===== src/rtl/assert_macros.svh =====
// Assertion helpers used by the job queue module.
`ifndef ASSERT_MACROS_SVH
`define ASSERT_MACROS_SVH

// Checks a property on every rising clock edge outside reset.
`define XVC_ASSERT(lbl, clk, rst_n, prop) \
  lbl: assert property (@(posedge clk) disable iff (!rst_n) prop) \
    else $error("xvc assertion failed");

// Checks that a condition never holds outside reset.
`define XVC_ASSERT_NEVER(lbl, clk, rst_n, cond) \
  `XVC_ASSERT(lbl, clk, rst_n, !(cond))

`endif


===== src/rtl/xvc_pkg.sv =====
package xvc_pkg;

  localparam int unsigned MaxVectorBytesDef = 1024;
  localparam int unsigned JobQueueDepth = 4;
  localparam int unsigned InfoLength = 20;

  localparam logic [1:0] FUNC_BYTE = 2'd0;
  localparam logic [1:0] FUNC_TDO  = 2'd1;
  localparam logic [1:0] FUNC_NEW  = 2'd2;

  localparam logic [1:0] KIND_BYTE  = 2'd0;
  localparam logic [1:0] KIND_JTAG  = 2'd1;
  localparam logic [1:0] KIND_CLOSE = 2'd2;

  localparam logic [1:0] REASON_NONE    = 2'd0;
  localparam logic [1:0] REASON_LENGTH  = 2'd1;
  localparam logic [1:0] REASON_UNKNOWN = 2'd2;

  localparam logic [7:0] CHAR_G = 8'h67;
  localparam logic [7:0] CHAR_S = 8'h73;
  localparam logic [7:0] CHAR_E = 8'h65;
  localparam logic [7:0] CHAR_H = 8'h68;

  typedef enum logic [3:0] {
    PH_CMD0,
    PH_CMD1,
    PH_GE,
    PH_SE,
    PH_SH,
    PH_DATA
  } phase_e;

  typedef enum logic [2:0] {
    JOB_CLOSE,
    JOB_INFO,
    JOB_ECHO,
    JOB_BITS,
    JOB_TDO
  } job_e;

  typedef struct packed {
    job_e        op;
    logic [31:0] data;
    logic [3:0]  nbits;
    logic [1:0]  reason;
    logic [7:0]  tms;
  } job_t;

  function automatic logic [7:0] info_byte(input logic [4:0] idx);
    logic [7:0] b;
    case (idx)
      5'd0:    b = 8'h78;
      5'd1:    b = 8'h76;
      5'd2:    b = 8'h63;
      5'd3:    b = 8'h53;
      5'd4:    b = 8'h65;
      5'd5:    b = 8'h72;
      5'd6:    b = 8'h76;
      5'd7:    b = 8'h65;
      5'd8:    b = 8'h72;
      5'd9:    b = 8'h5f;
      5'd10:   b = 8'h76;
      5'd11:   b = 8'h31;
      5'd12:   b = 8'h2e;
      5'd13:   b = 8'h30;
      5'd14:   b = 8'h3a;
      5'd15:   b = 8'h32;
      5'd16:   b = 8'h30;
      5'd17:   b = 8'h34;
      5'd18:   b = 8'h38;
      5'd19:   b = 8'h0a;
      default: b = 8'h00;
    endcase
    return b;
  endfunction

endpackage


===== src/rtl/xvc_back.sv =====
module xvc_back (
  input  logic          clk_i,
  input  logic          rst_ni,
  input  xvc_pkg::job_t job_i,
  input  logic          job_empty_i,
  output logic          job_pop_o,
  output logic          empty,
  input  logic          pop,
  output logic [1:0]    kind_o,
  output logic [7:0]    tx_byte_o,
  output logic          tms_bit_o,
  output logic          tdi_bit_o,
  output logic [1:0]    close_reason_o,
  output logic          last_o
);

  logic          cur_v_q, cur_v_d;
  xvc_pkg::job_t cur_q, cur_d;
  logic [4:0]    idx_q, idx_d;
  logic [4:0]    count;
  logic          done, load;

  always_comb begin
    case (cur_q.op)
      xvc_pkg::JOB_INFO: count = 5'(xvc_pkg::InfoLength);
      xvc_pkg::JOB_ECHO: count = 5'd4;
      xvc_pkg::JOB_BITS: count = {1'b0, cur_q.nbits};
      default:           count = 5'd1;
    endcase
  end

  assign last_o = idx_q == count - 5'd1;
  assign empty = !cur_v_q;
  assign done = cur_v_q && pop && last_o;
  assign load = !cur_v_q || done;
  assign job_pop_o = load && !job_empty_i;

  always_comb begin
    cur_v_d = cur_v_q;
    cur_d = cur_q;
    idx_d = idx_q;
    if (load) begin
      cur_v_d = !job_empty_i;
      cur_d = job_i;
      idx_d = '0;
    end else if (pop) begin
      idx_d = idx_q + 5'd1;
    end
  end

  always_comb begin
    kind_o = xvc_pkg::KIND_BYTE;
    tx_byte_o = '0;
    tms_bit_o = 1'b0;
    tdi_bit_o = 1'b0;
    close_reason_o = xvc_pkg::REASON_NONE;
    case (cur_q.op)
      xvc_pkg::JOB_CLOSE: begin
        kind_o = xvc_pkg::KIND_CLOSE;
        close_reason_o = cur_q.reason;
      end
      xvc_pkg::JOB_INFO: tx_byte_o = xvc_pkg::info_byte(idx_q);
      xvc_pkg::JOB_ECHO: tx_byte_o = cur_q.data[{idx_q[1:0], 3'b000} +: 8];
      xvc_pkg::JOB_BITS: begin
        kind_o = xvc_pkg::KIND_JTAG;
        tms_bit_o = cur_q.tms[idx_q[2:0]];
        tdi_bit_o = cur_q.data[idx_q[2:0]];
      end
      xvc_pkg::JOB_TDO: tx_byte_o = cur_q.data[7:0];
      default: tx_byte_o = '0;
    endcase
  end

  always_ff @(posedge clk_i) begin
    cur_q <= cur_d;
  end

  always_ff @(posedge clk_i or negedge rst_ni) begin
    if (!rst_ni) begin
      cur_v_q <= 1'b0;
      idx_q <= '0;
    end else begin
      cur_v_q <= cur_v_d;
      idx_q <= idx_d;
    end
  end

endmodule


===== config.mk =====
export PLATFORM = sky130hd
export DESIGN_NAME = xvc_back
export DESIGN_NICKNAME = d
export VERILOG_FILES = /design/src/rtl/assert_macros.svh /design/src/rtl/xvc_pkg.sv /design/src/rtl/xvc_back.sv
export SDC_FILE = /design/constraint.sdc
export NUM_CORES = 1
export LEC_CHECK = 0
export BUFFER_PORTS_ARGS = -buffer_cell sky130_fd_sc_hd__buf_2
export CAP_MARGIN = 15
export CELL_PAD_IN_SITES_DETAIL_PLACEMENT = 0
export CELL_PAD_IN_SITES_GLOBAL_PLACEMENT = 2
export CORE_MARGIN = 10
export CORE_UTILIZATION = 38
export CTS_BUF_LIST = sky130_fd_sc_hd__clkbuf_16
export DETAILED_ROUTE_END_ITERATION = 7
export GPL_ROUTABILITY_DRIVEN = 0
export GPL_TIMING_DRIVEN = 0
export PLACE_DENSITY_LB_ADDON = 0.15
export SLEW_MARGIN = 20
export SYNTH_ARGS = -nofsm -noshare
export SYNTH_HDL_FRONTEND = slang
export SYNTH_SLANG_ARGS = --single-unit

===== constraint.sdc =====
create_clock -name clk_i -period 11.54 [get_ports clk_i]
set_clock_uncertainty 0.1 [all_clocks]
set_input_delay 1.154 -clock clk_i [delete_from_list [all_inputs] [get_ports clk_i]]
set_output_delay 1.154 -clock clk_i [all_outputs]
set_load 0.01 [all_outputs]

==> flow_summary.yaml, run 1 <==
outcome:
  status: "completed"
synth:
  synth_edf_count: 49
  synthCells: 196
  yosysWarnings: 0
  synth.top_cell.area_share_pct: 52.69
  synth.yosys.seq_area_share_pct: 58.06
  synthMuxAreaShare_pct: 10.48
  async_flop_share_pct: 10.91
  synthAdderAreaFrac_pct: 4.480
  synth_top_family_by_area: "compound AO/OA/AOI/OAI gates"
  ys.flop_type: "edfxtp_1"
  synth_fp_nets: 259
  synth.distinct_cells: 50
  synth_xor_area_share_pct: 2.464
  synth_area_leaders: "edfxtp_1 53%, mux4_2 10%, dfrtp_1 5.4%"
  synth.avg_cell_area_um2: 14.25
  yosys.area.top_type: "edfxtp_1"
  synth.most_common_cell: "edfxtp_1"
  synthSimpleGateAreaFrac_pct: 10.57
  ys_top_cells_by_count: "49 x edfxtp_1, 13 x mux4_2, 10 x ha_1, 10 x nand2_1"
  synth_compound_area_share_pct: 10.62
  syn_area_mm2: 0.002793
  synth-seq-cells: 55
timing:
  final.setup.worst_slack_ps: 6555
  relSlewSlack_pct: 50.69
  max_freq_mhz: 200.6
  worst_slew_pin_slew_ps: 737.1
  fin_setup_tns_ps: 0
  min_period_ps: 4985
  hold_violations: 0
  period_share_pct: 43.19
  slew_viol_final: 0
  setup_violations: 0
  rsz0062_at_grt: "false"
route:
  antenna_left: 0
  viasPerCell: 5.021
  vias: 1888
  detail_route.wl_per_cell_um: 17.12
  wl_um: 6436
  drc: 0
  drt-initial-drc-count: 87
  drtPass1Iterations: 5
power_and_ir_drop:
  irDropWorstVdd_mv: 0.1292
  p_leak_nw: 1.359
  power.density_mw_per_mm2: 252.1
  report.power.total_mw: 0.8701
clock_network:
  cts_buffers: 5
  cts_tree: "yes"
  ctsHoldBuffers: 0
  cts_buffer_depth: 2
  insertion_delay_ps: 290
  post-cts-setup-buffer-count: 0
  ctsResizeCount: 0
  cts_root_buf: "clkbuf_16"
  cts_sinks: 55
  htree_levels: 2
  clk_pin_slew_ps: 70
floorplan:
  die_w_um: 105.7
  die_height_um: 105.7
  start_util_pct: 38.71
  row_count: 31
  ios: 70
  core-area_mm2: 0.007214
  die-area_mm2: 0.01118
final_layout:
  drive_gt1_share_pct: 38.27
  diodes: 0
  instances_no_fill: 376
  area_growth_pct: 23.61
  fillCellCount: 689
  final_nets: 339
  ff_latch_area_mm2: 0.001622
  final_core_util_pct: 47.85
  multiInputGateArea_mm2: 0.001079
global_route:
  grtUsageMet2_pct: 19.13
  use_met1_pct: 15.22
  grt_pass1_wl_um: 10740
  grt_max_degree: 19
  antenna_found_initial: 0
  globalRouteMet3Util_pct: 3.167
  grt_usage_pct: 11.81
  grt_remaining_overflow: 0
  top_usage_layer: "met2"
  grt_pass1_vias: 2066
critical_path:
  crit_fanout: 13
  cp.required_ps: 10290
  critPathArrivalTime_ps: 3730
  worst_setup_path_end_kind: "output pin"
  critical_path_class: "register to output pin"
  start_kind: "register"
placement:
  dp.cells: 368
  hpwl_um: 5111
  dpl_worst_slack_ps: 6812
  port_buffers: 69
min_path:
  hold_path.class: "register to register"
job:
  maxCapViolations: 0
## logic make-up (layout without fill, tap and decap cells)
group	count (synthesis)	count (layout)
compound gates	37	37
mux	13	13
flops	55	55
simple gates	53	53
buf+inv	21	102
fa+ha+maj	10	10
xor+xnor	7	7
## through the flow
step | instance area (um2) | hold WS, ps
final | 3452 | 566.3
after global routing | 3452 | 578.3
after CTS | 3452 | 562.6
after detailed placement | 3303 | 552.5
after global placement | 3262 | 551.8
after floorplan | 2793 | 573.3
## worst max-delay path, stage by stage (launching register included)
cell and delay (ps):
edfxtp_1 370, buf_2 220, nand3b_1 250, inv_1 150, nand2_1 70, ha_1 280, xnor2_1 150, nor4b_1 300
o211ai_1 270, o41ai_4 780, buf_4 330, nor2b_1 140, buf_2 130
## per-layer routing
metal  part of all wire [%]  wire, um  up-vias
li1                       -         -      924
met1                     45      2874      918
met2                     50      3217       40
met3                    4.2       271        6
met4                    1.1        73        0
met5                      0         0        -
## flip-flops by register name, indices dropped and copies added, names as in the netlist
| name | cells |
|---|---|
| cur_q | 49 |
| cur_v_q | 1 |
| idx_q | 5 |
## final timing paths
path                            from        end  slack, ps  cells after the start
max                        cur_q[46]  job_pop_o       6560                     12
max reg2reg                cur_q[46]  cur_q[19]       7640                     12
max in group asynchronous     rst_ni   idx_q[1]      10620                      1
min in group asynchronous     rst_ni    cur_v_q        580                      1
min                          cur_v_q   idx_q[0]        570                      2
min reg2reg                  cur_v_q   idx_q[0]        570                      2
## final cells by class
| type | instances | area share, % |
|---|---|---|
| clock buffer | 5 | 3.625 |
| inverter | 11 | 1.196 |
| buffer | 10 | 1.486 |
| timing repair buffer | 73 | 11.20 |
| sequential | 55 | 46.97 |
| multi-input combinational | 120 | 31.24 |
| tap | 99 | 3.588 |
| clock inverter | 3 | 0.6887 |
## cell usage in the layout (no fill, tap or decap), types with 4 or more instances in the layout
cell       netlist  layout
edfxtp_1        49      49
nand3_1          6       6
nor2b_1          4       4
clkbuf_16        0       5
nor3_1           9       9
buf_2            5      74
nor2_1           7       7
nand2_1         10      10
a22oi_1          5       5
xnor2_1          5       5
ha_1            10      10
inv_1            9       9
dfrtp_1          6       6
a21oi_1          5       5
mux4_2          13      13
## power by group
group          switching [mW]  internal (mW)  leakage (nW)  total [mW]
logic                   0.219          0.180         0.766       0.399
registers              0.0280          0.292         0.519       0.320
clock network          0.0692         0.0817        0.0734       0.151
Note: power is estimated with default switching activity, not from simulation.
==> inputs of run 2 (changes only) <==
--- a/config.mk
+++ b/config.mk
@@ -10,7 +10,7 @@
 export CELL_PAD_IN_SITES_DETAIL_PLACEMENT = 0
 export CELL_PAD_IN_SITES_GLOBAL_PLACEMENT = 2
 export CORE_MARGIN = 10
-export CORE_UTILIZATION = 38
+export CORE_UTILIZATION = 32
 export CTS_BUF_LIST = sky130_fd_sc_hd__clkbuf_16
 export DETAILED_ROUTE_END_ITERATION = 7
 export GPL_ROUTABILITY_DRIVEN = 0
==> constraint.sdc (replaced) <==
create_clock -name clk_i -period 4.3 [get_ports clk_i]
set_clock_uncertainty 0.1 [all_clocks]
set_input_delay 0.43 -clock clk_i [delete_from_list [all_inputs] [get_ports clk_i]]
set_output_delay 0.43 -clock clk_i [all_outputs]
set_load 0.01 [all_outputs]
==> run 2 against run 1 <==
Clock power rose to 3.0 times the previous value. Sequential power grew to 2.7 times the previous value. Setup slack got worse by 6000 ps. Critical path type is now register to register. Worst hold slack lost 360 ps. Utilization is 7.2 points lower.
==> flow_summary.yaml, run 2 (same netlist as run 1, synthesis figures left out) <==
floorplan:
  start_util_pct: 32.50
  die_w_um: 113.4
  core-area_mm2: 0.008593
  die-area_mm2: 0.01286
  ios: 70
  die_height_um: 113.4
  row_count: 34
critical_path:
  reg2reg_from: "cur_q[46]"
  worst_setup_path_end_kind: "register"
  cp.required_ps: 4200
  start_kind: "register"
  crit_path_cell_trace: "buf_2 > nand3b_1 > inv_1 > nand2_1 > ha_1 > xnor2_1 > nor4b_1 > o211ai_1 > o41ai_4 > buf_4 > buf_4 > buf_4"
  cpPeakStageDelay_ps: 550
  critPathLaunch: "cur_q[46]"
  r2r_slack_ps: 590
  cp-endpoint: "cur_q[21]"
  crit_top_cell: "buf_4"
  slowest_stage: "o41ai_4"
  reg2reg_depth: 12
  critPathArrivalTime_ps: 3610
  critical_path_class: "register to register"
  crit_fanout: 13
  reg2reg_to: "cur_q[21]"
placement:
  placed_cell_area_mm2: 0.003303
  dp.cells: 377
  dpl_worst_slack_ps: 173.1
  hpwl_um: 5308
  port_buffers: 69
global_route:
  grt_pass1_wl_um: 10940
  grt_pass1_vias: 2082
  grt_usage_pct: 10.51
  grt_remaining_overflow: 0
  antenna_found_initial: 0
  grt_max_degree: 18
clock_network:
  cts_buffer_depth: 2
  cts_buffers: 5
  cts_sinks: 55
  cts_tree: "yes"
  insertion_delay_ps: 290
  cts_root_buf: "clkbuf_16"
  htree_levels: 2
  clk_pin_slew_ps: 70
final_layout:
  mostFrequentLayoutCell: "buf_2"
  instances_no_fill: 388
  area_growth_pct: 25.18
  final_cell_mix: "74 x buf_2, 49 x edfxtp_1, 13 x mux4_2"
  top_regs: "cur_q: 49 flops, idx_q: 5 flops, cur_v_q: 1 flops"
  design_area_mm2: 0.003496
  largest_reg_flops: 49
  final_core_util_pct: 40.68
  diodes: 0
  top_register: "cur_q"
  drive_gt1_share_pct: 38.57
  final_nets: 342
min_path:
  hold_path.class: "input port to register"
  hold_depth: 1
timing:
  final.setup.worst_slack_ps: 590.5
  setup_violations: 0
  relSlewSlack_pct: 50.03
  worst_slew_pin_slew_ps: 747.9
  min_period_ps: 3709
  slew_viol_final: 0
  rsz0062_at_grt: "false"
  fin_setup_tns_ps: 0
  hold_violations: 0
  max_freq_mhz: 269.6
  period_share_pct: 86.27
  holdWs_ps: 207.3
route:
  antenna_left: 0
  drtPass1Iterations: 4
  viasPerCell: 4.874
  detail_route.wl_per_cell_um: 17.24
  wl_um: 6688
  drc: 0
  drt-initial-drc-count: 83
  vias: 1891
job:
  maxCapViolations: 0
power_and_ir_drop:
  report.power.total_mw: 2.397
  irDropWorstVdd_mv: 0.2994
  p_leak_nw: 1.383
  power.density_mw_per_mm2: 685.8
outcome:
  status: "completed"
-- run 2: cell types whose count changed in the layout (fill, tap and decap cells not counted), sizes merged --
cell | previous run | this run
dlygate4sd3 | 0 | 1
clkinv | 4 | 2
buf | 80 | 82
bufinv | 0 | 1
inv | 10 | 11
-- run 2: repair_timing --
| item | in CTS | in global routing |
|---|---|---|
| endpoints found under the hold margin | 6 | 0 |
| endpoints found under the setup margin | 0 | 13 |
| hold buffers | 1 | 0 |
| resized for setup | 0 | 0 |
| setup buffers | 0 | 2 |
-- run 2: worst min-delay path by stage --
stage	start	to	slack (ps)
2_1_floorplan	rst_ni	cur_v_q	30
3_3_place_gp	rst_ni	cur_v_q	170
3_5_place_dp	rst_ni	cur_v_q	170
4_1_cts	job_i[2]	cur_q[2]	200
5_1_grt	job_i[39]	cur_q[39]	200
6_report	job_i[2]	cur_q[2]	210
-- run 2: layout make-up --
| type | count | area, um2 |
|---|---|---|
| fill | 846 | 5097 |
| sequential | 55 | 1622 |
| multi-input combinational | 120 | 1079 |
| timing repair buffer | 76 | 400.4 |
| tap | 108 | 135.1 |
| clock buffer | 5 | 125.1 |
| buffer | 10 | 51.30 |
| clock inverter | 3 | 42.54 |
| inverter | 11 | 41.29 |
-- run 2: worst max-delay path: cells and delay by family, from the launching register on --
family          cells  cell delay [ps]
buf+inv             5             1100
compound gates      2              800
simple gates        3              590
flops               1              380
fa+ha+maj           1              280
xor+xnor            1              140
-- run 2: routing by layer --
layer	part of all wire, %	global-route usage [%]	vias to the layer above
met5	0	0	-
met3	3.8	2.572	6
met4	1.0	2.792	0
met1	45	13.42	909
met2	50	17.36	47
li1	-	-	929
-- run 2: power by group --
group / leakage (nW) / switching, mW / total, mW / internal (mW)
clock network: 0.0856 / 0.182 / 0.457 / 0.275
logic: 0.778 / 0.595 / 1.08 / 0.486
registers: 0.519 / 0.0757 / 0.860 / 0.784
==> inputs of run 3 (changes only) <==
--- a/config.mk
+++ b/config.mk
@@ -10,7 +10,7 @@
 export CELL_PAD_IN_SITES_DETAIL_PLACEMENT = 0
 export CELL_PAD_IN_SITES_GLOBAL_PLACEMENT = 2
 export CORE_MARGIN = 10
-export CORE_UTILIZATION = 32
+export CORE_UTILIZATION = 38
 export CTS_BUF_LIST = sky130_fd_sc_hd__clkbuf_16
 export DETAILED_ROUTE_END_ITERATION = 7
 export GPL_ROUTABILITY_DRIVEN = 0
@@ -20,3 +20,4 @@
 export SYNTH_ARGS = -nofsm -noshare
 export SYNTH_HDL_FRONTEND = slang
 export SYNTH_SLANG_ARGS = --single-unit
+export TNS_END_PERCENT = 10
==> constraint.sdc (replaced) <==
create_clock -name clk_i -period 4.65 [get_ports clk_i]
set_clock_uncertainty 0.1 [all_clocks]
set_input_delay 0.465 -clock clk_i [delete_from_list [all_inputs] [get_ports clk_i]]
set_output_delay 0.465 -clock clk_i [all_outputs]
set_load 0.01 [all_outputs]
==> run 3 against run 2 <==
Sequential share of layout area up 0.45 points. Sequential power down 7.7%. Via count down 0.37%. Largest cell class unchanged. Highest routed layer unchanged.
==> flow_summary.yaml, run 3 (same netlist as run 1, synthesis figures left out) <==
placement:
  port_buffers: 69
  hpwl_um: 5111
  dpl_worst_slack_ps: 611.2
power_and_ir_drop:
  report.power.total_mw: 2.161
  pwr-share-seq_pct: 36.8
  p_sw_mw: 0.7850
  irDropWorstVdd_mv: 0.3206
  intPower_mw: 1.376
  pwr-share-clk_pct: 17.4
  power.density_mw_per_mm2: 624.1
  p_sw_share_pct: 36.33
  p_leak_nw: 1.363
  power_frac_comb_pct: 45.8
floorplan:
  row_count: 31
  core-area_mm2: 0.007214
  die_height_um: 105.7
  die_w_um: 105.7
  die-area_mm2: 0.01118
  start_util_pct: 38.71
  ios: 70
route:
  antenna_left: 0
  drtPass1Iterations: 4
  vias: 1884
  detail_route.wl_per_cell_um: 17.02
  viasPerCell: 4.997
  drt-initial-drc-count: 79
  wl_um: 6417
  drc: 0
global_route:
  top_usage_layer: "met2"
  grt_remaining_overflow: 0
  grt_usage_pct: 11.82
  antenna_found_initial: 0
  grtUsageMet2_pct: 19.17
  grt_pass1_vias: 2071
  use_met1_pct: 15.22
  grt_pass1_wl_um: 10740
  grt_max_degree: 19
  globalRouteMet3Util_pct: 3.167
timing:
  worst_slew_pin_slew_ps: 727.3
  hold_violations: 0
  min_period_ps: 4290
  setup_violations: 0
  rsz0062_at_grt: "false"
  relSlewSlack_pct: 51.35
  slew_viol_final: 0
  period_share_pct: 92.27
  final.setup.worst_slack_ps: 359.6
  max_freq_mhz: 233.1
  holdWs_ps: 231.9
critical_path:
  critPathArrivalTime_ps: 3730
  cpPeakStageDelay_ps: 780
  crit_top_cell: "buf_2"
  cp.required_ps: 4090
  slowest_stage: "o41ai_4"
  crit_path_cell_trace: "buf_2 > nand3b_1 > inv_1 > nand2_1 > ha_1 > xnor2_1 > nor4b_1 > o211ai_1 > o41ai_4 > buf_4 > nor2b_1 > buf_2"
  start_kind: "register"
  crit_fanout: 13
  worst_setup_path_end_kind: "output pin"
  worst_path_dominant_cell_family: "compound AO/OA/AOI/OAI gates"
  critical_path_class: "register to output pin"
  path_buf_inv: 4
clock_network:
  ctsResizeCount: 0
  cts_buffer_depth: 2
  ctsHoldBuffers: 1
  cts_tree: "yes"
  cts_sinks: 55
  insertion_delay_ps: 290
  htree_levels: 2
  cts_buffers: 5
  clk_pin_slew_ps: 70
  cts_root_buf: "clkbuf_16"
  post-cts-setup-buffer-count: 0
final_layout:
  area_growth_pct: 23.97
  diodes: 0
  mostFrequentLayoutCell: "buf_2"
  final_nets: 340
  top_register: "cur_q"
  multiInputGateArea_mm2: 0.001079
  largest_reg_flops: 49
  ff_latch_area_mm2: 0.001622
  fillCellCount: 688
  top_regs: "cur_q: 49 flops, idx_q: 5 flops, cur_v_q: 1 flops"
  drive_gt1_share_pct: 38.13
  final_cell_mix: "74 x buf_2, 49 x edfxtp_1, 13 x mux4_2"
outcome:
  status: "completed"
min_path:
  hold_path.class: "input port to register"
job:
  maxCapViolations: 0
-- run 3: changes by cell type in the layout (fill, tap and decap cells not counted), sizes merged --
| cell | delta |
|---|---|
| clkinv | +2 |
| inv | -1 |
| bufinv | -1 |
| buf | -2 |
-- run 3: cell type report --
cell class / count / share of cell area [%]
flip-flops and latches: 55 / 46.84
multi-input cells: 120 / 31.15
repair buffers: 74 / 11.46
clock buffers: 5 / 3.614
well taps: 99 / 3.578
plain buffers: 10 / 1.482
inverters: 11 / 1.193
clock inverters: 3 / 0.6867
-- run 3: path summary, 6_finish.rpt --
check / startpoint / end / slack [ps] / cells after the start
setup / recovery: cur_q[46] / job_pop_o / 360 / 12
hold / removal: job_empty_i / cur_v_q / 230 / 2
setup reg to reg: cur_q[46] / cur_q[27] / 760 / 12
hold reg to reg: cur_v_q / idx_q[0] / 560 / 2
max in group asynchronous: rst_ni / idx_q[4] / 3880 / 2
min in group asynchronous: rst_ni / cur_v_q / 420 / 2
-- run 3: power groups by stage --
stage | Combinational [mW] | Sequential (mW) | Clock (mW)
2_1_floorplan | 0.719 | 0.791 | 0
3_3_place_gp | 0.975 | 0.817 | 0
3_5_place_dp | 1.00 | 0.808 | 0
4_1_cts | 1.01 | 0.797 | 0.385
5_1_grt | 1.11 | 0.813 | 0.411
6_report | 0.990 | 0.794 | 0.376
-- run 3: per-stage QoR --
step / setup TNS [ps] / cells / cell area (um2) / util [%]
2_1_floorplan: 0 / 196 / 2793 / -
3_3_place_gp: -24800 / 364 / 3262 / 45.21
3_5_place_dp: 0 / 368 / 3303 / 45.79
4_1_cts: 0 / 377 / 3462 / 47.99
5_1_grt: 0 / 377 / 3462 / 47.99
6_report: 0 / 377 / 3462 / 47.99
-- run 3: routing by layer --
metal  share of wire [%]  up-vias
met4                 1.1        0
met2                  50       42
met3                 4.6        6
met5                   0        -
li1                    -      924
met1                  45      912
