File: src/rtl/assert_macros.svh
// Assertion helpers used by the job queue module.
`ifndef ASSERT_MACROS_SVH
`define ASSERT_MACROS_SVH

// Checks a property on every rising clock edge outside reset.
`define XVC_ASSERT(lbl, clk, rst_n, prop) \
  lbl: assert property (@(posedge clk) disable iff (!rst_n) prop) \
    else $error("xvc assertion failed");

// Checks that a condition never holds outside reset.
`define XVC_ASSERT_NEVER(lbl, clk, rst_n, cond) \
  `XVC_ASSERT(lbl, clk, rst_n, !(cond))

`endif

File: src/rtl/xvc_pkg.sv
package xvc_pkg;

  localparam int unsigned MaxVectorBytesDef = 1024;
  localparam int unsigned JobQueueDepth = 4;
  localparam int unsigned InfoLength = 20;

  localparam logic [1:0] FUNC_BYTE = 2'd0;
  localparam logic [1:0] FUNC_TDO  = 2'd1;
  localparam logic [1:0] FUNC_NEW  = 2'd2;

  localparam logic [1:0] KIND_BYTE  = 2'd0;
  localparam logic [1:0] KIND_JTAG  = 2'd1;
  localparam logic [1:0] KIND_CLOSE = 2'd2;

  localparam logic [1:0] REASON_NONE    = 2'd0;
  localparam logic [1:0] REASON_LENGTH  = 2'd1;
  localparam logic [1:0] REASON_UNKNOWN = 2'd2;

  localparam logic [7:0] CHAR_G = 8'h67;
  localparam logic [7:0] CHAR_S = 8'h73;
  localparam logic [7:0] CHAR_E = 8'h65;
  localparam logic [7:0] CHAR_H = 8'h68;

  typedef enum logic [3:0] {
    PH_CMD0,
    PH_CMD1,
    PH_GE,
    PH_SE,
    PH_SH,
    PH_DATA
  } phase_e;

  typedef enum logic [2:0] {
    JOB_CLOSE,
    JOB_INFO,
    JOB_ECHO,
    JOB_BITS,
    JOB_TDO
  } job_e;

  typedef struct packed {
    job_e        op;
    logic [31:0] data;
    logic [3:0]  nbits;
    logic [1:0]  reason;
    logic [7:0]  tms;
  } job_t;

  function automatic logic [7:0] info_byte(input logic [4:0] idx);
    logic [7:0] b;
    case (idx)
      5'd0:    b = 8'h78;
      5'd1:    b = 8'h76;
      5'd2:    b = 8'h63;
      5'd3:    b = 8'h53;
      5'd4:    b = 8'h65;
      5'd5:    b = 8'h72;
      5'd6:    b = 8'h76;
      5'd7:    b = 8'h65;
      5'd8:    b = 8'h72;
      5'd9:    b = 8'h5f;
      5'd10:   b = 8'h76;
      5'd11:   b = 8'h31;
      5'd12:   b = 8'h2e;
      5'd13:   b = 8'h30;
      5'd14:   b = 8'h3a;
      5'd15:   b = 8'h32;
      5'd16:   b = 8'h30;
      5'd17:   b = 8'h34;
      5'd18:   b = 8'h38;
      5'd19:   b = 8'h0a;
      default: b = 8'h00;
    endcase
    return b;
  endfunction

endpackage

File: src/rtl/xvc_jobq.sv
`include "assert_macros.svh"

module xvc_jobq (
  input  logic          clk_i,
  input  logic          rst_ni,
  input  logic          push_i,
  input  xvc_pkg::job_t wdata_i,
  output logic          full_o,
  input  logic          pop_i,
  output xvc_pkg::job_t rdata_o,
  output logic          empty_o
);

  localparam int unsigned PtrW = $clog2(xvc_pkg::JobQueueDepth);

  xvc_pkg::job_t   mem_q [xvc_pkg::JobQueueDepth];
  logic [PtrW-1:0] wptr_q, wptr_d, rptr_q, rptr_d;
  logic [PtrW:0]   cnt_q, cnt_d;

  assign full_o = cnt_q == (PtrW + 1)'(xvc_pkg::JobQueueDepth);
  assign empty_o = cnt_q == '0;
  assign rdata_o = mem_q[rptr_q];

  always_comb begin
    wptr_d = push_i ? wptr_q + PtrW'(1) : wptr_q;
    rptr_d = pop_i ? rptr_q + PtrW'(1) : rptr_q;
    cnt_d = cnt_q + (PtrW + 1)'(push_i) - (PtrW + 1)'(pop_i);
  end

  always_ff @(posedge clk_i) begin
    if (push_i) begin
      mem_q[wptr_q] <= wdata_i;
    end
  end

  always_ff @(posedge clk_i or negedge rst_ni) begin
    if (!rst_ni) begin
      wptr_q <= '0;
      rptr_q <= '0;
      cnt_q <= '0;
    end else begin
      wptr_q <= wptr_d;
      rptr_q <= rptr_d;
      cnt_q <= cnt_d;
    end
  end

  `XVC_ASSERT_NEVER(a_no_overflow, clk_i, rst_ni, push_i && full_o)
  `XVC_ASSERT_NEVER(a_no_underflow, clk_i, rst_ni, pop_i && empty_o)
  `XVC_ASSERT(a_count_bound, clk_i, rst_ni, cnt_q <= (PtrW + 1)'(xvc_pkg::JobQueueDepth))

endmodule

File: config.mk
export PLATFORM = sky130hd
export DESIGN_NAME = xvc_jobq
export DESIGN_NICKNAME = d
export VERILOG_FILES = /design/src/rtl/xvc_pkg.sv /design/src/rtl/xvc_jobq.sv
export VERILOG_INCLUDE_DIRS = /design/src /design/src/rtl
export SDC_FILE = /design/constraint.sdc
export NUM_CORES = 1
export LEC_CHECK = 0
export BUFFER_PORTS_ARGS = -buffer_cell sky130_fd_sc_hd__buf_2
export CORE_ASPECT_RATIO = 0.9
export CORE_UTILIZATION = 40
export CTS_BUF_LIST = sky130_fd_sc_hd__clkbuf_4
export DETAILED_ROUTE_END_ITERATION = 10
export PLACE_DENSITY_LB_ADDON = 0.15
export SYNTH_ARGS = -nofsm -noshare
export SYNTH_HDL_FRONTEND = slang
export SYNTH_SLANG_ARGS = --single-unit
File: constraint.sdc
create_clock -name clk_i -period 6.7 [get_ports clk_i]
set_clock_uncertainty 0.05 [all_clocks]
set_input_delay 1.005 -clock clk_i [delete_from_list [all_inputs] [get_ports clk_i]]
set_output_delay 1.005 -clock clk_i [all_outputs]
set_load 0.005 [all_outputs]
==> results of run 1 <==
[power groups by stage]
stage	registers, mW	logic (mW)	clock network (mW)
floorplan	1.74	0.716	0
global placement	1.87	0.921	0
detailed placement	1.88	0.925	0
CTS	1.85	0.926	1.05
global route	1.88	0.980	1.11
finish	1.83	0.894	1.01
[cell usage after synthesis, drive strengths merged]
cell type	number	area [µm²]
xor2	3	26.3
mux4	49	1110
dfrtp	7	175
nor3	1	5.00
xnor2	2	17.5
buf	11	136
fa	1	20.0
and3	1	6.26
and2	4	25.0
clkbuf	1	3.75
o21ai	1	5.00
ha	6	75.1
nand2	2	7.51
edfxtp	196	5890
inv	6	22.5
[kinds of logic after synthesis]
kind of cell               after synthesis  synth area share (%)
AOI/OAI and AO/OA                        1                0.0665
buffers and inverters                   18                  2.16
adders and majority gates                7                  1.26
muxes                                   49                  14.7
xor gates and xnor gates                 5                 0.583
DFF                                    203                  80.6
and+or+nand+nor                          8                 0.582
[final timing paths]
kind	start	end	slack [ns]	cells after the start
worst max-delay path	rptr_q[0]	rdata_o[23]	3.07	2
worst min-delay path	rst_ni	cnt_q[1]	0.18	1
worst max register to register	wptr_q[0]	mem_q[0][27]	4.50	4
worst min register to register	wptr_q[0]	wptr_q[0]	0.47	1
max in group asynchronous	rst_ni	rptr_q[1]	6.23	1
min in group clk_i	wptr_q[0]	wptr_q[0]	0.47	1
[worst register-to-register path, cell delays in order (launching register included)]
cell	delay, ns
dfrtp_1	0.42
inv_1	0.10
ha_1	0.14
and2_2	0.72
buf_4	0.44
[final cells by class]
cell class                 instances  area [µm²]
fill                            1553        9520
sequential                       203        6070
multi-input combinational         70        1300
clock buffer                      77         578
timing repair buffer             108         553
tap                              245         307
clock inverter                    10        65.1
inverter                           6        22.5
[through the flow]
step,hold slack [ns],util (%),setup slack [ns],instance area (µm²),std cells
after floorplan,0.441,-,4.06,7520,291
after global placement,0.466,44.8,3.60,8250,632
after detailed placement,0.472,44.8,3.61,8250,632
after CTS,0.124,48.3,2.93,8890,719
after global routing,0.123,48.3,2.82,8890,719
final,0.184,48.3,3.07,8890,719
[routing by layer]
metal / GRT usage (%) / up-vias / routed length, µm / share of wire [%]
met5: 0 / - / 0 / 0
met4: 6.37 / 0 / 254 / 1.9
met3: 4.50 / 26 / 775 / 5.7
met2: 24.1 / 111 / 6590 / 49
met1: 19.8 / 1818 / 5960 / 44
li1: - / 1560 / - / -
[flip-flops by register name, indices dropped and copies added (netlist names)]
name    flops
wptr_q      2
rptr_q      2
mem_q     196
cnt_q       3
==> impl_results.md, run 1 <==
- Family with the most delay on the worst path: flip-flops
- Vias in the first global route: 4018
- Die ar.: 19300 µm²
- Synthesis-to-layout area growth: 18.3%
- Total CTS buffers: 52
- RSZ-0062 raised after global routing: false
- H-tree levels: 2
- Gpl congestion: 0.664
- Pre-antenna DRT Iters: 4
- Post-CTS Setup Inserts: 0
- Die X: 147 µm
- Max_slew headroom: 29.2%
- Final cycle utilization of the critical path: 54.2%
- Slew at the pin closest to its max-slew limit: 1.06 ns
- Clk slew on worst S/H paths: 0.07 ns
- Combinational power share: 23.9%
- Maximum vdd drop: 0.204 mV
- CTS Root Cell: clkbuf_4
- Req. time, crit path: 5.64 ns
- DR DRC count: 0
- Setup CP Type: reg2out
- Die Ht: 132 µm
- Mean routed wirelength per cell: 18.9 µm
- Worst-path maximum fanout: 51
- Synth warn: 0
- Routed wire length: 13.6 mm
- Worst min-delay path category: in2async
- CP arrival: 2.57 ns
- Max Freq: 276 MHz
- DP HPWL: 7.72 mm
- Pwr/cell area: 420 nW/µm²
- GR Overflow Total: 0
- Distinct cell type count after synthesis: 18
- Clk sinks: 203
- Sw Share: 27.5%
- Seq cells post-synth: 203
- Starting Density: 40.8%
- Initial antenna violation count: 0
- Core area: 18400 µm²
- Startpoint types: register
- Commonest non-fill, non-tap cell in the layout: edfxtp_1
- Status: finished, final reports clean
- Share of post-route cells with drive strength above 1: 51.3%
- Critical path's slowest cell: dfrtp_4
- Clock Power Share: 27.0%
- IO Port Bufs: 103
- Pins Over Slew Limit: 0
- Clk buf depth: 3
- Final #Nets: 501
- Static Leak: 3.15 nW
- Pwr Total: 3.74 mW
- Register area share after synthesis: 80.6%
- Synth Net Count: 351
- Post-CTS Resized: 0
- DR vias/cell: 4.89
- Worst stage delay on the critical path: 1.12 ns
- Int Pwr: 2.71 mW
- Most frequent cells in the layout: edfxtp_1, buf_2, clkbuf_4
- Final Critical Period: 3.63 ns
- I/O pins: 104
- Critical path endpoint category: output pin
- Critical path, cell by cell: mux4_2, buf_2
- CTS Hold Bufs: 0
- DR iter-0 viols: 166
- Final Hold Fails: 0
- Avg Inst Size Synth: 25.8 µm²
- Largest net degree at the start of global routing: 52
- NetSw: 1.03 mW
- CTS tree: yes
- Gr usage total: 15.2%
- Worst-skew pair later-pin latency: 0.60 ns
- Seq pwr share: 49.1%
- Rows: 47
- Final setup violating endpoints: 0
- Post-synthesis cell area: 7520 µm²
- Setup TNS Final: 0 ns
- First-pass GRT wire length: 21.8 mm
- Antenna-violating nets left: 0
- Max Cap Viol: 0
- Buf/Inv on CP: 1
- Routed vias: 3515
- Number of cells produced by synthesis: 291
- ANT cells: 0
(Power assumes the default switching activity.)
==> run 2, diff against run 1 <==
Settings changed: ABC_AREA set to 1.
Clock period 6.7 ns to 3.4 ns, I/O delays scaled along.
==> run 2 against run 1 <==
  * Critical path depth up 4
  * Via count up 65%
  * Largest power group unchanged
  * Worst hold slack lost 0.12 ns
  * Global-route usage is 1.5 points higher
  * Combinational power grew to 3.1 times the previous value
  * First-iteration DRC count up 53%
  * Clock power is 110% higher
  * Core utilization rose by 1.6 points
  * Sequential power rose by 89%
  * Register-to-register slack worse by 3.0 ns
  * Highest routed layer unchanged
  * Power rose by 120%
  * Cell count rose by 83%
==> impl_results.md, run 2 <==
- Synth Net Count: 874 (was 351)
- Max Freq: 344 MHz
- Routed vias: 5791 (was 3515)
- Most flop-heavy register: mem_q (unchanged)
- Setup TNS Final: 0 ns (unchanged)
- Final #Nets: 1048 (was 501)
- Hold Startpoint: wdata_i[30]
- Synthesis-to-layout area growth: 21.4% (was 18.3%)
- Initial antenna violation count: 1 (was 0)
- Setup CP Type: reg2out (unchanged)
- Antenna-violating nets left: 0 (unchanged)
- Rows: 50 (was 47)
- Number of flops mapped to enable cells by yosys: 196 (unchanged)
- Biggest regs: mem_q: 196 flops, cnt_q: 3 flops (unchanged)
- Max reg flops: 196 (unchanged)
- List of most frequent post-synthesis cells: nand2_1, inv_1, edfxtp_1 (was edfxtp_1, mux4_2, dfrtp_1)
- Critical path endpoint category: output pin (unchanged)
- DP HPWL: 10.2 mm (was 7.72 mm)
- Mean routed wirelength per cell: 13.5 µm (was 18.9 µm)
- Post-synthesis cell area: 8620 µm² (was 7520 µm²)
- Max Cap Viol: 0 (unchanged)
- Die ar.: 22200 µm² (was 19300 µm²)
- Final Critical Period: 2.90 ns
- Maximum vdd drop: 0.349 mV (was 0.204 mV)
- Worst r2r path cells: 5 (was 4)
- Core area: 21000 µm² (was 18400 µm²)
- Worst Slack Setup Final: 0.495 ns (was 3.07 ns)
- I/O pins: 104 (unchanged)
- Seq cells post-synth: 203 (unchanged)
- DR vias/cell: 4.41 (was 4.89)
- Vias in the first global route: 5472 (was 4018)
- Starting Density: 41.2% (was 40.8%)
- Final setup violating endpoints: 0 (unchanged)
- Synth warn: 0 (unchanged)
- R2R setup slack: 1.49 ns (was 4.50 ns)
- Worst-skew pair later-pin latency: 0.64 ns (was 0.60 ns)
- Max_slew headroom: 49.8% (was 29.2%)
- Share of post-route cells with drive strength above 1: 20.6% (was 51.3%)
- Top FF cell, synth: edfxtp_1 (unchanged)
- Number of cells produced by synthesis: 814 (was 291)
- Final cycle utilization of the critical path: 85.4%
- H-tree levels: 2 (unchanged)
- Req. time, crit path: 2.84 ns (was 5.64 ns)
- CTS Root Cell: clkbuf_4 (unchanged)
- Pins Over Slew Limit: 0 (unchanged)
- Reg2reg start: wptr_q[0] (unchanged)
- IO Port Bufs: 103 (unchanged)
- Top cell type's share of synthesized area: 68.2% (was 78.3%)
- Startpoint types: register (unchanged)
- CTS tree: yes (unchanged)
- Distinct cell type count after synthesis: 17 (was 18)
- Commonest non-fill, non-tap cell in the layout: nand2_1 (was edfxtp_1)
- RSZ-0062 raised after global routing: false (unchanged)
- Die Ht: 141 µm (was 132 µm)
- DR iter-0 viols: 254 (was 166)
- Avg Inst Size Synth: 10.6 µm² (was 25.8 µm²)
- Routed wire length: 17.8 mm (was 13.6 mm)
- Gpl congestion: 0.728 (was 0.664)
- DR DRC count: 0 (unchanged)
- Placement Setup Slack: 1.16 ns (was 3.61 ns)
- Largest net degree at the start of global routing: 54 (was 52)
- Pwr/cell area: 791 nW/µm² (was 420 nW/µm²)
- Register area share after synthesis: 70.3% (was 80.6%)
- Hold depth: 1
- Clk sinks: 203 (unchanged)
- Status: finished, final reports clean (unchanged)
- Clk buf depth: 3 (unchanged)
- Area leader, netlist: edfxtp_1 (unchanged)
- Worst min-delay path category: in2reg (was in2async)
- Post-CTS Resized: 0 (unchanged)
- Synth top area cells: edfxtp_1, nand2_1, inv_1, nand3_1, dfrtp_1 (was edfxtp_1, mux4_2, dfrtp_1, buf_12, ha_1)
- Die X: 157 µm (was 147 µm)
- Clk slew on worst S/H paths: 0.07 ns (about the same)
- CP arrival: 2.34 ns (was 2.57 ns)
- Total CTS buffers: 54 (was 52)
- First-pass GRT wire length: 28.2 mm (was 21.8 mm)
- Most frequent cells in the layout: nand2_1, inv_1, edfxtp_1 (was edfxtp_1, buf_2, clkbuf_4)
- Final Hold Fails: 0 (unchanged)
- Pre-antenna DRT Iters: 4 (unchanged)
- Fill cell count: 1954 (was 1553)
- Gr usage total: 16.8% (was 15.2%)
- Count leader, synth: nand2_1 (was edfxtp_1)
- Slew at the pin closest to its max-slew limit: 0.753 ns (was 1.06 ns)
- Worst-path maximum fanout: 53 (was 51)
- R2R Path End: mem_q[0][26] (was mem_q[0][27])
- Static Leak: 4.97 nW (was 3.15 nW)
- Hold EP: mem_q[1][30]
- GR Overflow Total: 0 (unchanged)
- Post-synth ARST share: 3.45% (unchanged)
[run 2: cell count changes after synthesis, sizes merged, moves of 4 or more]
cell | before | now
and2 | 4 | 0
buf | 11 | 25
clkbuf | 1 | 8
inv | 6 | 210
mux4 | 49 | 0
nand2 | 2 | 256
nand3 | 0 | 99
[run 2: how the worst max path moves through the flow]
| stage | slack, ns | endpoint | startpoint |
|---|---|---|---|
| after floorplan | 1.19 | mem_q[1][0] | push_i |
| after global placement | 1.20 | rdata_o[44] | rptr_q[0] |
| after detailed placement | 1.16 | rdata_o[37] | rptr_q[0] |
| after CTS | 0.44 | rdata_o[37] | rptr_q[0] |
| after global routing | 0.30 | rdata_o[4] | rptr_q[0] |
| final | 0.50 | rdata_o[44] | rptr_q[0] |
[run 2: timing repair]
item | 4_1_cts | 5_1_grt
setup buffers | 0 | 0
hold buffers | 35 | 0
endpoints found under the hold margin | 124 | 0
[run 2: routing by layer]
layer  GRT usage [%]  share of wire (%)  vias to the layer above
li1                -                  -                     2913
met1            21.3                 46                     2733
met2            28.0                 48                      121
met3            3.82                4.2                       24
met4            6.30                1.7                        0
met5               0                  0                        -
[run 2: layout make-up]
cell class	count	area [µm²]	share of cell area (%)
flip-flops and latches	203	6070	57.9
multi-input cells	368	1590	15.2
repair buffers	151	976	9.32
inverters	210	788	7.53
clock buffers	88	661	6.31
well taps	286	358	3.42
clock inverters	7	26.3	0.251
diodes	1	2.50	0.0239
[run 2: kinds of logic after synthesis]
family	share of synthesized area, %
buffers and inverters	11.3
adder cells (fa/ha/maj)	1.10
AO/OA/AOI/OAI	0.0580
XOR/XNOR	0.305
AND/OR/NAND/NOR	17.0
flip-flops	70.3
[run 2: report_power, final]
part,total (mW),leakage [nW],switching [mW],internal [mW]
logic,2.74,2.67,1.78,0.955
clock network,2.09,0.416,0.938,1.15
registers,3.45,1.88,0.172,3.28
total,8.28,4.97,2.89,5.39
[run 2: metrics by stage]
| stage | util [%] | instances | hold slack, ns | power, mW | cell area [µm²] |
|---|---|---|---|---|---|
| final | 50.0 | 1314 | 0.0602 | 8.28 | 10500 |
| after global routing | 50.0 | 1314 | 0.0126 | 8.93 | 10500 |
| after CTS | 49.9 | 1313 | 0.00111 | 8.46 | 10500 |
| after detailed placement | 45.0 | 1183 | 0.325 | 6.29 | 9430 |
| after global placement | 45.0 | 1183 | 0.323 | 6.25 | 9430 |
| after floorplan | - | 814 | 0.164 | 5.21 | 8620 |
[run 2: critical path, cell delays in order (launching register included)]
cell and delay, ns:
dfrtp_4 0.64, inv_2 0.11, buf_4 0.50, nand2_1 0.12, nand3_1 0.11, nand2_1 0.07, buf_2 0.13
==> run 3, diff against run 2 <==
Settings changed: CORE_UTILIZATION 40 to 35.
==> run 3 against run 2 <==
  * Die area rose by 14%
  * Via count fell by 0.85%
  * Setup slack got worse by 0.087 ns
  * Power rose by 1.6%
  * First-iteration DRC count rose by 3.5%
  * Core utilization fell by 5.7 points
  * Final area rose by 2.3%
  * Non-clock buffer count rose by 13
  * Sequential power fell by 2%
  * Critical endpoint is now rdata_o[20]
  * Highest routed layer unchanged
==> impl_results.md, run 3 (synthesis gave the netlist of run 2 again) <==
- Clk slew on worst S/H paths: 0.06 ns (was 0.07 ns)
- Largest net degree at the start of global routing: 101 (was 54)
- First-pass GRT wire length: 28.9 mm (was 28.2 mm)
- Core area: 24200 µm² (was 21000 µm²)
- Die Ht: 151 µm (was 141 µm)
- Final Critical Period: 2.99 ns (was 2.90 ns)
- RSZ-0062 raised after global routing: false (unchanged)
- Worst min-delay path category: in2reg (unchanged)
- Routed wire length: 18.0 mm (was 17.8 mm)
- Status: finished, final reports clean (unchanged)
- H-tree levels: 2 (unchanged)
- Post-CTS Setup Inserts: 0 (unchanged)
- Die X: 167 µm (was 157 µm)
- Gr usage total: 14.9% (was 16.8%)
- Startpoint types: register (unchanged)
- R2R setup slack: 1.43 ns (was 1.49 ns)
- Clk sinks: 203 (unchanged)
- CTS tree: yes (unchanged)
- Starting Density: 35.7% (was 41.2%)
- Final Hold Fails: 0 (unchanged)
- Hold Startpoint: wdata_i[41] (was wdata_i[30])
- Pwr/cell area: 786 nW/µm² (was 791 nW/µm²)
- Max_slew headroom: 24.3% (was 49.8%)
- Most frequent cells in the layout: nand2_1, inv_1, edfxtp_1 (unchanged)
- Final setup violating endpoints: 0 (unchanged)
- Rows: 54 (was 50)
- GR Overflow Total: 0 (unchanged)
- Share of post-route cells with drive strength above 1: 20.3% (was 20.6%)
- Total CTS buffers: 55 (was 54)
- DR iter-0 viols: 263 (was 254)
- I/O pins: 104 (unchanged)
- Die ar.: 25300 µm² (was 22200 µm²)
- Hold depth: 1 (unchanged)
- DR DRC count: 0 (unchanged)
- Routed vias: 5742 (was 5791)
- R2R Path End: mem_q[1][6] (was mem_q[0][26])
- CP arrival: 2.43 ns (was 2.34 ns)
- Clk buf depth: 3 (unchanged)
- DR vias/cell: 4.24 (was 4.41)
- Mean routed wirelength per cell: 13.3 µm (was 13.5 µm)
- Pre-antenna DRT Iters: 4 (unchanged)
- Pins Over Slew Limit: 0 (unchanged)
- Max Cap Viol: 0 (unchanged)
- Slew at the pin closest to its max-slew limit: 1.13 ns (was 0.753 ns)
- Final cycle utilization of the critical path: 88.0% (was 85.4%)
- Critical path endpoint category: output pin (unchanged)
- Commonest non-fill, non-tap cell in the layout: nand2_1 (unchanged)
- Initial antenna violation count: 1 (unchanged)
- Most flop-heavy register: mem_q (unchanged)
- Fill cell count: 2384 (was 1954)
- Gpl congestion: 0.676 (was 0.728)
- Worst-path maximum fanout: 100 (was 53)
- Req. time, crit path: 2.84 ns (about the same)
- Post-CTS Resized: 0 (unchanged)
- Pwr Total: 8.42 mW (was 8.28 mW)
- Setup CP Type: reg2out (unchanged)
- Setup TNS Final: 0 ns (unchanged)
- CTS Hold Bufs: 49 (was 35)
- Worst-skew pair later-pin latency: 0.63 ns (was 0.64 ns)
- DP HPWL: 9.81 mm (was 10.2 mm)
- IO Port Bufs: 103 (unchanged)
- Hold EP: mem_q[1][41] (was mem_q[1][30])
- Biggest regs: mem_q: 196 flops, cnt_q: 3 flops (unchanged)
- Static Leak: 5.06 nW (was 4.97 nW)
- CTS Root Cell: clkbuf_4 (unchanged)
- Vias in the first global route: 5550 (was 5472)
- Worst r2r path cells: 5 (unchanged)
- Max reg flops: 196 (unchanged)
- Multi-input logic area: 1590 µm² (unchanged)
- Maximum vdd drop: 0.520 mV (was 0.349 mV)
- Final #Nets: 1062 (was 1048)
- Synthesis-to-layout area growth: 24.2% (was 21.4%)
- FF/Latch Area: 6070 µm² (unchanged)
- Max Freq: 334 MHz (was 344 MHz)
- Reg2reg start: wptr_q[1] (was wptr_q[0])
- Antenna-violating nets left: 0 (unchanged)
-- run 3: cell count changes in the layout (fill, tap and decap cells not counted), sizes merged --
cell and change:
bufinv +1, dlygate4sd3 +15, clkinv +4, buf -2, clkbuf -1
-- run 3: through the flow --
| stage | hold WS (ns) | setup WS, ns | util (%) | instances | cell area [µm²] |
|---|---|---|---|---|---|
| floorplan | 0.164 | 1.19 | - | 814 | 8620 |
| global route | 0.0130 | 0.158 | 44.3 | 1353 | 10700 |
| global placement | 0.316 | 1.08 | 39.2 | 1203 | 9480 |
| CTS | 0.00118 | 0.320 | 44.2 | 1351 | 10700 |
| finish | 0.0668 | 0.408 | 44.3 | 1353 | 10700 |
| detailed placement | 0.318 | 1.06 | 39.2 | 1203 | 9480 |
-- run 3: final cells by class --
cell class / instances / share of cell area (%)
Clock buffer: 87 / 6.10
Sequential cell: 203 / 56.6
Inverter: 210 / 7.37
Multi-Input combinational cell: 368 / 14.9
Antenna cell: 1 / 0.0234
Tap cell: 308 / 3.60
Clock inverter: 12 / 0.678
Timing Repair Buffer: 164 / 10.7
-- run 3: worst max-delay path by stage --
stage,from,endpoint,slack (ns),depth (start not counted)
3_5_place_dp,rptr_q[0],rdata_o[41],1.06,5
4_1_cts,rptr_q[0],rdata_o[41],0.32,5
3_3_place_gp,rptr_q[0],rdata_o[47],1.08,5
5_1_grt,rptr_q[0],rdata_o[41],0.16,5
6_report,rptr_q[0],rdata_o[20],0.41,5
2_1_floorplan,push_i,mem_q[1][0],1.19,3
-- run 3: power by group --
part | total (mW) | leakage, nW | internal (mW) | switching, mW
Sequential | 3.39 | 1.88 | 3.28 | 0.106
Clock | 2.19 | 0.437 | 1.23 | 0.961
Combinational | 2.84 | 2.74 | 0.989 | 1.86
Total | 8.42 | 5.06 | 5.50 | 2.92
-- run 3: worst max-delay path, stage by stage (launching register included) --
cell and delay (ns):
dfrtp_4 0.41, buf_4 0.87, nand2_1 0.11, nand3_1 0.12, nand2_1 0.10, buf_2 0.14
-- run 3: metal layers --
metal	global-route usage, %	wire length [µm]	vias to the layer above
li1	-	-	2953
met1	18.9	8220	2613
met2	24.5	8380	144
met3	4.02	1050	32
met4	5.55	346	0
met5	0	0	-
